$ cat src/rtl/wgm_pkg.sv
// shared types, constants and the case-fold function of the wildcard matcher
package wgm_pkg;

  localparam int STEP_LIMIT_W = 16;
  localparam int CALLS_W      = STEP_LIMIT_W + 1;
  localparam int CFG_INDEX_W  = 1;
  localparam int CFG_DATA_W   = 16;

  localparam logic [CFG_INDEX_W-1:0] CFG_STEP_LIMIT = 1'd0;
  localparam logic [CFG_INDEX_W-1:0] CFG_CASE_MODE  = 1'd1;

  localparam logic [STEP_LIMIT_W-1:0] STEP_LIMIT_RESET = 16'd512;

  localparam logic [7:0] CHAR_STAR  = 8'h2A;
  localparam logic [7:0] CHAR_QMARK = 8'h3F;
  localparam logic [7:0] CHAR_NUL   = 8'h00;

  // input kind carried in tuser
  localparam logic KIND_MASK = 1'b0;
  localparam logic KIND_NAME = 1'b1;

  // commands from the controller to the datapath
  typedef struct packed {
    logic load;       // accepted input item
    logic init;       // clear the search pointers
    logic calls_inc;  // count one loop step
    logic m_inc;      // skip one star
    logic set_wild;   // remember the backtrack point
    logic advance;    // step both strings
    logic backtrack;  // return to the backtrack point, one name byte later
  } cmd_t;

  // status from the datapath to the controller
  typedef struct packed {
    logic limit_over;
    logic star;
    logic m_end;
    logic n_end;
    logic tail_ok;
    logic wild;
    logic chars_eq;
    logic too_long;
  } status_t;

  // ascii fold, optionally also [\]^ onto {|}~
  function automatic logic [7:0] fold(input logic [7:0] c, input logic mode);
    logic [7:0] r;
    r = c;
    if (c inside {[8'h41:8'h5A]}) begin
      r = c + 8'h20;
    end else if (mode && (c inside {[8'h5B:8'h5E]})) begin
      r = c + 8'h20;
    end
    return r;
  endfunction

endpackage

$ cat src/rtl/wgm_datapath.sv
// string stores, configuration registers and search pointers of the matcher
module wgm_datapath #(
  parameter int MASK_DEPTH = 256,
  parameter int NAME_DEPTH = 256
) (
  input  logic                           clk,
  input  logic                           rst,
  input  logic                           cfg_we,
  input  logic [wgm_pkg::CFG_INDEX_W-1:0] cfg_index,
  input  logic [wgm_pkg::CFG_DATA_W-1:0]  cfg_data,
  input  logic                           in_kind,
  input  logic [7:0]                     in_byte,
  input  logic                           in_last,
  input  wgm_pkg::cmd_t                  cmd,
  output wgm_pkg::status_t               status
);
  import wgm_pkg::*;

  localparam int MAW = $clog2(MASK_DEPTH);
  localparam int MW  = $clog2(MASK_DEPTH + 1);
  localparam int NAW = $clog2(NAME_DEPTH);
  localparam int NLW = $clog2(NAME_DEPTH + 1);
  localparam int NW  = $clog2(NAME_DEPTH + 2);

  typedef enum logic [1:0] {
    PH_IDLE = 2'd0,
    PH_MASK = 2'd1,
    PH_NAME = 2'd2
  } phase_t;

  phase_t                  phase;
  logic [STEP_LIMIT_W-1:0] step_limit;
  logic                    case_mode;

  logic [7:0]     mask_mem [MASK_DEPTH];
  logic [7:0]     name_mem [NAME_DEPTH];
  logic [MW-1:0]  mask_len;
  logic [NLW-1:0] name_len;
  logic           mask_ovf;
  logic           name_ovf;
  logic           tail_star;

  logic [MW-1:0]      m;
  logic [MW-1:0]      ma;
  logic [NW-1:0]      n;
  logic [NW-1:0]      na;
  logic               wild;
  logic [CALLS_W-1:0] calls;

  logic [7:0] mask_rd;
  logic [7:0] name_rd;
  logic       mask_rd_ok;
  logic       name_rd_ok;

  logic [MW-1:0]  mask_base;
  logic [NLW-1:0] name_base;
  logic           mask_wr;
  logic           name_wr;
  logic           byte_nz;
  logic [7:0]     mc;
  logic [7:0]     nc;

  // append position of the incoming byte: zero when a new string starts
  always_comb begin
    byte_nz   = (in_byte != CHAR_NUL);
    mask_base = (phase == PH_MASK) ? mask_len : '0;
    name_base = (phase == PH_NAME) ? name_len : '0;
    mask_wr   = cmd.load && (in_kind == KIND_MASK) && byte_nz &&
                (mask_base < MW'(MASK_DEPTH));
    name_wr   = cmd.load && (in_kind == KIND_NAME) && byte_nz &&
                (name_base < NLW'(NAME_DEPTH));
  end

  // configuration, lengths, flags and phase
  always_ff @(posedge clk) begin
    if (rst) begin
      phase      <= PH_IDLE;
      step_limit <= STEP_LIMIT_RESET;
      case_mode  <= 1'b1;
      mask_len   <= '0;
      name_len   <= '0;
      mask_ovf   <= 1'b0;
      name_ovf   <= 1'b0;
      tail_star  <= 1'b0;
    end else begin
      if (cfg_we) begin
        case (cfg_index)
          CFG_STEP_LIMIT: step_limit <= cfg_data[STEP_LIMIT_W-1:0];
          CFG_CASE_MODE:  case_mode  <= cfg_data[0];
          default: ;
        endcase
      end
      if (cmd.load) begin
        if (in_kind == KIND_MASK) begin
          mask_len <= mask_wr ? mask_base + 1'b1 : mask_base;
          mask_ovf <= ((phase == PH_MASK) && mask_ovf) ||
                      (byte_nz && !mask_wr);
          // last byte that is not '?' decides the end-of-mask star test
          if (mask_wr && (in_byte != CHAR_QMARK)) begin
            tail_star <= (in_byte == CHAR_STAR) && (mask_base != '0);
          end else if (phase != PH_MASK) begin
            tail_star <= 1'b0;
          end
          phase <= in_last ? PH_IDLE : PH_MASK;
        end else begin
          name_len <= name_wr ? name_base + 1'b1 : name_base;
          name_ovf <= ((phase == PH_NAME) && name_ovf) ||
                      (byte_nz && !name_wr);
          phase    <= in_last ? PH_IDLE : PH_NAME;
        end
      end
    end
  end

  // string memories, read every cycle at the search pointers
  always_ff @(posedge clk) begin
    if (mask_wr) begin
      mask_mem[mask_base[MAW-1:0]] <= in_byte;
    end
    mask_rd    <= mask_mem[m[MAW-1:0]];
    mask_rd_ok <= (m < mask_len);
  end

  always_ff @(posedge clk) begin
    if (name_wr) begin
      name_mem[name_base[NAW-1:0]] <= in_byte;
    end
    name_rd    <= name_mem[n[NAW-1:0]];
    name_rd_ok <= (n < NW'(name_len));
  end

  // search pointers and step counter
  always_ff @(posedge clk) begin
    if (cmd.init) begin
      m     <= '0;
      ma    <= '0;
      n     <= '0;
      na    <= '0;
      wild  <= 1'b0;
      calls <= '0;
    end else begin
      if (cmd.calls_inc) begin
        calls <= calls + 1'b1;
      end
      if (cmd.m_inc) begin
        m <= m + 1'b1;
      end
      if (cmd.set_wild) begin
        wild <= 1'b1;
        ma   <= m;
        na   <= n;
      end
      if (cmd.advance) begin
        if (m < mask_len) begin
          m <= m + 1'b1;
        end
        if (n < NW'(name_len)) begin
          n <= n + 1'b1;
        end
      end
      if (cmd.backtrack) begin
        m  <= ma;
        na <= na + 1'b1;
        n  <= na + 1'b1;
      end
    end
  end

  // status back to the controller; past the end reads as nul
  always_comb begin
    mc = mask_rd_ok ? mask_rd : CHAR_NUL;
    nc = name_rd_ok ? name_rd : CHAR_NUL;
    status.limit_over = (calls > CALLS_W'(step_limit));
    status.star       = (mc == CHAR_STAR);
    status.m_end      = (m >= mask_len);
    status.n_end      = (n >= NW'(name_len));
    status.tail_ok    = tail_star;
    status.wild       = wild;
    status.chars_eq   = (fold(mc, case_mode) == fold(nc, case_mode)) ||
                        (mc == CHAR_QMARK);
    status.too_long   = mask_ovf || name_ovf;
  end

endmodule

$ cat src/rtl/wgm_ctrl.sv
// control state machine of the matcher: handshakes and the search loop
module wgm_ctrl (
  input  logic             clk,
  input  logic             rst,
  input  logic             s_tvalid,
  input  logic             s_tuser,
  input  logic             s_tlast,
  output logic             s_tready,
  output logic             m_tvalid,
  input  logic             m_tready,
  output logic             out_matched,
  output logic             out_limit_hit,
  output logic             out_too_long,
  output wgm_pkg::cmd_t    cmd,
  input  wgm_pkg::status_t status
);
  import wgm_pkg::*;

  typedef enum logic [3:0] {
    ST_IDLE,
    ST_START,
    ST_FETCH,
    ST_CHECK,
    ST_REREAD,
    ST_BODY,
    ST_CMP_RD,
    ST_CMP,
    ST_DONE
  } state_t;

  state_t state;
  logic   seen_star;
  logic   res_matched;
  logic   res_limit_hit;
  logic   res_too_long;
  logic   accept;

  assign s_tready = (state == ST_IDLE);
  assign accept   = s_tvalid && s_tready;

  // commands decoded from the state and the datapath status
  always_comb begin
    cmd = '0;
    cmd.load = accept;
    case (state)
      ST_START: cmd.init = !status.too_long;
      ST_FETCH: cmd.calls_inc = !status.limit_over;
      ST_CHECK: begin
        cmd.m_inc    = status.star;
        cmd.set_wild = !status.star && seen_star;
      end
      ST_BODY: begin
        if (status.m_end) begin
          cmd.backtrack = !status.n_end && !status.tail_ok && status.wild;
        end else if (!status.n_end) begin
          cmd.advance   = status.chars_eq;
          cmd.backtrack = !status.chars_eq && status.wild;
        end
      end
      ST_CMP: begin
        cmd.advance   = status.chars_eq;
        cmd.backtrack = !status.chars_eq && status.wild;
      end
      default: ;
    endcase
  end

  // state, result and output register
  always_ff @(posedge clk) begin
    if (rst) begin
      state         <= ST_IDLE;
      seen_star     <= 1'b0;
      res_matched   <= 1'b0;
      res_limit_hit <= 1'b0;
      res_too_long  <= 1'b0;
      m_tvalid      <= 1'b0;
      out_matched   <= 1'b0;
      out_limit_hit <= 1'b0;
      out_too_long  <= 1'b0;
    end else begin
      // a taken result empties the output register unless a new one enters
      if (m_tvalid && m_tready && (state != ST_DONE)) begin
        m_tvalid <= 1'b0;
      end
      case (state)
        ST_IDLE: begin
          if (accept && (s_tuser == KIND_NAME) && s_tlast) begin
            state <= ST_START;
          end
        end
        ST_START: begin
          res_matched   <= 1'b0;
          res_limit_hit <= 1'b0;
          res_too_long  <= status.too_long;
          seen_star     <= 1'b0;
          state         <= status.too_long ? ST_DONE : ST_FETCH;
        end
        ST_FETCH: begin
          if (status.limit_over) begin
            res_limit_hit <= 1'b1;
            state         <= ST_DONE;
          end else begin
            state <= ST_CHECK;
          end
        end
        ST_CHECK: begin
          if (status.star) begin
            seen_star <= 1'b1;
            state     <= ST_REREAD;
          end else begin
            seen_star <= 1'b0;
            state     <= ST_BODY;
          end
        end
        ST_REREAD: state <= ST_CHECK;
        ST_BODY: begin
          if (status.m_end) begin
            if (status.n_end || status.tail_ok) begin
              res_matched <= 1'b1;
              state       <= ST_DONE;
            end else if (!status.wild) begin
              state <= ST_DONE;
            end else begin
              state <= ST_CMP_RD;
            end
          end else if (status.n_end) begin
            state <= ST_DONE;
          end else if (status.chars_eq || status.wild) begin
            state <= ST_FETCH;
          end else begin
            state <= ST_DONE;
          end
        end
        ST_CMP_RD: state <= ST_CMP;
        ST_CMP: begin
          if (status.chars_eq || status.wild) begin
            state <= ST_FETCH;
          end else begin
            state <= ST_DONE;
          end
        end
        ST_DONE: begin
          // hand the result over once the output register is free
          if (!m_tvalid || m_tready) begin
            m_tvalid      <= 1'b1;
            out_matched   <= res_matched;
            out_limit_hit <= res_limit_hit;
            out_too_long  <= res_too_long;
            state         <= ST_IDLE;
          end
        end
        default: state <= ST_IDLE;
      endcase
    end
  end

endmodule

$ cat src/rtl/wildcard_glob_matcher_core.sv
// top level of the case-insensitive wildcard matcher with a stored mask
//
// Input items arrive on the s_ channel, one string byte each: tuser 0 loads a
// mask byte, tuser 1 a name byte, tlast ends the string. The mask is kept
// across queries. A zero byte is dropped; a zero with tlast gives an empty
// string. The last name byte starts a query; mask bytes never give a result.
// One result item per query leaves on the m_ channel: matched, limit_hit
// (step_limit ran out) and too_long (a store overflowed).
// Bytes load at one per cycle while no query runs. A query runs a start state
// and a done state for setup and hand-over and, per loop step, the fetch, check
// and body states, with a reread for each star skipped and a compare read and
// compare after a backtrack at the end of the mask; at most step_limit+1 steps
// run. The read states come from the registered mask and name memory reads.
// The input is held off while a query runs. When the receiver stalls, mask
// and name bytes are still taken; a finished query waits until the pending
// result item is taken.
// Reset (rst, synchronous) empties both strings, sets step_limit to 512 and
// case_mode to 1. Configuration is written through cfg_we/cfg_index/cfg_data.
module wildcard_glob_matcher_core #(
  parameter int MASK_DEPTH = 256,
  parameter int NAME_DEPTH = 256
) (
  input  logic                            clk,
  input  logic                            rst,
  input  logic                            cfg_we,
  input  logic [wgm_pkg::CFG_INDEX_W-1:0] cfg_index,
  input  logic [wgm_pkg::CFG_DATA_W-1:0]  cfg_data,
  input  logic                            s_tvalid,
  output logic                            s_tready,
  input  logic [7:0]                      s_tdata,   // char_byte
  input  logic                            s_tuser,   // command
  input  logic                            s_tlast,   // last
  output logic                            m_tvalid,
  input  logic                            m_tready,
  output logic [7:0]                      m_tdata    // matched, limit_hit, too_long, zeros
);
  import wgm_pkg::*;

  cmd_t    cmd;
  status_t status;
  logic    out_matched;
  logic    out_limit_hit;
  logic    out_too_long;

  wgm_ctrl u_ctrl (
    .clk          (clk),
    .rst          (rst),
    .s_tvalid     (s_tvalid),
    .s_tuser      (s_tuser),
    .s_tlast      (s_tlast),
    .s_tready     (s_tready),
    .m_tvalid     (m_tvalid),
    .m_tready     (m_tready),
    .out_matched  (out_matched),
    .out_limit_hit(out_limit_hit),
    .out_too_long (out_too_long),
    .cmd          (cmd),
    .status       (status)
  );

  wgm_datapath #(
    .MASK_DEPTH(MASK_DEPTH),
    .NAME_DEPTH(NAME_DEPTH)
  ) u_datapath (
    .clk      (clk),
    .rst      (rst),
    .cfg_we   (cfg_we),
    .cfg_index(cfg_index),
    .cfg_data (cfg_data),
    .in_kind  (s_tuser),
    .in_byte  (s_tdata),
    .in_last  (s_tlast),
    .cmd      (cmd),
    .status   (status)
  );

  // result fields packed from the lowest bit up
  assign m_tdata = {5'b00000, out_too_long, out_limit_hit, out_matched};

  // the result flags exclude each other
  a_flags_exclusive: assert property (@(posedge clk) disable iff (rst)
    m_tvalid |-> ($countones(m_tdata[2:0]) <= 1))
    else $error("more than one result flag set");

  // the last name byte starts a query, which holds the input off
  a_query_blocks_input: assert property (@(posedge clk) disable iff (rst)
    (s_tvalid && s_tready && (s_tuser == KIND_NAME) && s_tlast) |=> !s_tready)
    else $error("input taken while a query starts");

  // an item that ends no name gives no result
  a_no_spurious_result: assert property (@(posedge clk) disable iff (rst)
    (s_tvalid && s_tready && !(s_tuser && s_tlast) && !m_tvalid) |=> !m_tvalid)
    else $error("result without a query");

  // a search step never starts with the step counter past its limit
  a_step_counted: assert property (@(posedge clk) disable iff (rst)
    cmd.calls_inc |-> !status.limit_over)
    else $error("loop step counted past the limit");

endmodule
$ cat config.mk
export PLATFORM = sky130hd
export DESIGN_NAME = wildcard_glob_matcher_core
export DESIGN_NICKNAME = d
export VERILOG_FILES = /design/src/rtl/wgm_pkg.sv /design/src/rtl/wgm_datapath.sv /design/src/rtl/wgm_ctrl.sv /design/src/rtl/wildcard_glob_matcher_core.sv
export SDC_FILE = /design/constraint.sdc
export NUM_CORES = 2
export LEC_CHECK = 0
export BUFFER_PORTS_ARGS = -buffer_cell sky130_fd_sc_hd__buf_2
export CAP_MARGIN = 20
export CORE_UTILIZATION = 30
export CTS_CLUSTER_SIZE = 20
export DETAILED_ROUTE_END_ITERATION = 10
export PLACE_DENSITY_LB_ADDON = 0.2
export SLEW_MARGIN = 20
export SYNTH_ARGS = -nofsm -noshare
export SYNTH_HDL_FRONTEND = slang
export SYNTH_HIERARCHICAL = 1
export SYNTH_SLANG_ARGS = --single-unit
$ cat constraint.sdc
create_clock -name clk -period 3.83 [get_ports clk]
set_input_delay 0.766 -clock clk [delete_from_list [all_inputs] [get_ports clk]]
set_output_delay 0.766 -clock clk [all_outputs]
set_load 0.02 [all_outputs]
==> impl_metrics.json <==
{
  "status": "complete, no violations",
  "relSlewSlack_pct": 2.29,
  "num_vias": 87100,
  "hold_ws_ps": 90.6,
  "crit_path_max_fanout": 27,
  "cts_tree": "yes",
  "drt-pass1-iter-count": 8,
  "grt_start_max_net_pins": 177,
  "seq_power_share_pct": 54.0,
  "clk_pin_slew_ps": 60,
  "crit_path_end_kind": "flip-flop",
  "fin_crit_ps": 3760,
  "drt_wl_total_um": 525000,
  "syn_area_mm2": 0.166,
  "initial_core_util_pct": 30.2,
  "switching_share_pct": 21.3,
  "clock-sinks": 4220,
  "portBuffers": 36,
  "antenna_found_initial": 13,
  "synth_ff_type": "edfxtp_1",
  "place_ws_ps": -257,
  "drv_slew": 0,
  "startpoint_type": "flip-flop",
  "via_per_inst": 5.21,
  "clockRootBuffer": "clkbuf_16",
  "grt_pass1_wl_um": 729000,
  "power_leakage_nw": 58.8,
  "post-route-util_pct": 35.2,
  "die_area_mm2": 0.555,
  "peakVddDrop_mv": 0.381,
  "finalSetupViolCount": 0,
  "p_int_mw": 74.0,
  "globalRouteOverflowTotal": 0,
  "worstSetupPathType": "flip-flop to flip-flop",
  "insertion_delay_ps": 1020,
  "timing.final.crit_share_pct": 98.1,
  "rows": 272,
  "drive_gt1_share_pct": 25.6,
  "wl_per_cell_um": 31.4,
  "synthCells": 8364,
  "powerDensity_mw_per_mm2": 486,
  "fin_skew_ps": 41.4,
  "worstMarginPinSlew_ps": 1470,
  "detail-route-antenna-nets": 0,
  "place_hpwl_um": 336000,
  "synth_cell_type_count": 82,
  "synth-edff-count": 4096,
  "drc_errors": 0,
  "fp.dieW_um": 745,
  "cts.path.max_buffers": 4,
  "yosys_warnings": 6,
  "p_sw_mw": 20.0,
  "ys_seq_elements": 4220,
  "required_ps": 4740,
  "ys_seq_area_share_pct": 75.7,
  "grt_pass1_vias": 89200,
  "max_freq_mhz": 266,
  "hold_viol_final": 0,
  "crit_arrival_ps": 4670,
  "grtUsageTotal_pct": 18.4,
  "dp_cells": 15900,
  "gp_congestion": 0.833,
  "synth.avg_cell_area_um2": 19.8,
  "synthArstFlopShare_pct": 0,
  "cts_buffers": 430,
  "hold_path_class": "primary input to flip-flop",
  "first_iter_violations": 9465,
  "drv_cap": 0,
  "syn2layout_area_growth_pct": 16.7,
  "cts_max_level": 5,
  "combPwrFrac_pct": 2.6,
  "die_y_um": 745,
  "setup_slack_ps": 72.7,
  "stdcell_count": 16700,
  "ios": 42,
  "pwr-share-clk_pct": 43.4,
  "coreArea_mm2": 0.550,
  "nNetsFinal": 9181
}
power groups by stage:
stage	logic (mW)	registers [mW]	clock network [mW]
after floorplan	0.856	51.7	0
after global placement	2.36	51.7	0
after detailed placement	2.43	51.7	0
after CTS	2.45	50.7	41.7
after global routing	2.58	50.7	43.3
final	2.43	50.8	40.8
worst paths after layout:
| check | start | endpoint | slack, ps | cells after the start |
|---|---|---|---|---|
| worst max-delay path | u_datapath/n[3] | u_datapath/name_rd[2] | 70 | 10 |
| worst min-delay path | s_tdata[4] | u_datapath/name_mem[80][4] | 90 | 1 |
| worst max register to register | u_datapath/n[3] | u_datapath/name_rd[2] | 70 | 10 |
| worst min register to register | u_datapath/step_limit[11] | u_datapath/step_limit[11] | 460 | 2 |
cells in the final DEF, fill, tap and decap left out, types with 26 or more instances in the layout:
master     instances
edfxtp_1        4096
mux4_2           921
nor2_1           670
buf_4            628
clkbuf_16        434
mux2i_1          326
nand2_1          265
a21oi_1          208
buf_12           120
a22oi_1          116
o21ai_0          114
dfxtp_1          108
clkinv_1         106
a221oi_1         106
clkinv_2          87
clkbuf_1          86
nand3_1           67
inv_1             61
nor3_1            55
o22ai_1           50
ha_1              50
a211oi_1          43
nor2b_1           38
o221ai_1          38
a22o_1            33
nand4_1           33
a31oi_1           31
buf_2             28
mux2_2            28
bufinv_16         26
state kept, by name, indices dropped and copies added (netlist names), 2 cells and up:
register               count
u_ctrl/state               4
u_datapath/calls          17
u_datapath/m               9
u_datapath/ma              9
u_datapath/mask_len        9
u_datapath/mask_mem     2048
u_datapath/mask_rd         8
u_datapath/n               9
u_datapath/na              9
u_datapath/name_len        9
u_datapath/name_mem     2048
u_datapath/name_rd         8
u_datapath/phase           2
u_datapath/step_limit     16
cells in the mapped netlist, drive strengths merged, types with 28 or more instances:
cell type | instances | area, µm²
a221oi | 108 | 946
dfxtp | 124 | 2480
mux2 | 28 | 315
nor2b | 47 | 294
nor3 | 59 | 305
a21oi | 208 | 1040
nand3 | 83 | 415
a31oi | 31 | 194
mux4 | 921 | 20700
o21ai | 125 | 626
o22ai | 50 | 313
inv | 65 | 244
nand2 | 269 | 1010
nand4 | 33 | 206
o221ai | 39 | 342
buf | 266 | 1880
a211oi | 43 | 323
edfxtp | 4096 | 123000
a22oi | 116 | 871
clkbuf | 238 | 893
ha | 50 | 626
mux2i | 326 | 3260
a22o | 33 | 289
nor2 | 675 | 2530
metrics by stage:
step	TNS (ps)	total power, mW	area, µm²
6_report	0	94.0	193000
5_1_grt	-46.8	96.7	193000
4_1_cts	0	94.9	193000
3_5_place_dp	-575	54.2	180000
3_3_place_gp	-1200	54.1	180000
2_1_floorplan	0	52.6	166000
layout make-up:
type	count	area [µm²]
Multi-Input combinational cell	3574	37500
Clock inverter	262	2240
Tap cell	7261	9080
Timing Repair Buffer	803	7590
Fill cell	51100	356000
Clock buffer	523	11200
Inverter	70	269
Sequential cell	4220	126000
Antenna cell	5	12.5
timing repair:
action	CTS	global route
hold buffers	17	0
endpoints found under the setup margin	3	24
buffers inserted	0	6
endpoints found under the hold margin	20	0
pin swaps	0	2
gates resized for setup	4	16
metal layers:
metal | routed length (µm) | share of wire [%] | up-vias | track usage, %
met5 | 0 | 0 | - | 0
met4 | 18000 | 3.4 | 0 | 5.73
met3 | 29300 | 5.6 | 740 | 2.50
met2 | 254000 | 48 | 2897 | 30.4
met1 | 224000 | 43 | 47500 | 25.2
li1 | - | - | 36000 | -
kinds of logic (layout without fill, tap and decap cells):
group / Yosys count / count (layout) / synth area share [%]
compound gates: 915 / 915 / 3.82
xor+xnor: 39 / 39 / 0.206
fa+ha+maj: 50 / 50 / 0.377
buf+inv: 574 / 1658 / 1.83
flops: 4220 / 4220 / 75.7
mux: 1275 / 1275 / 14.7
other cells: 1 / 10 / 0.00226
simple gates: 1290 / 1290 / 3.38
critical path, stage by stage, from the launching register on:
cell,delay (ps)
dfxtp_4,560
buf_12,260
nand3b_1,560
buf_4,390
a211oi_1,300
a311oi_1,90
o211ai_1,130
a21oi_1,110
nor4_2,610
o32ai_1,360
buf_4,230
No activity file was read; power rests on OpenSTA's default activity.
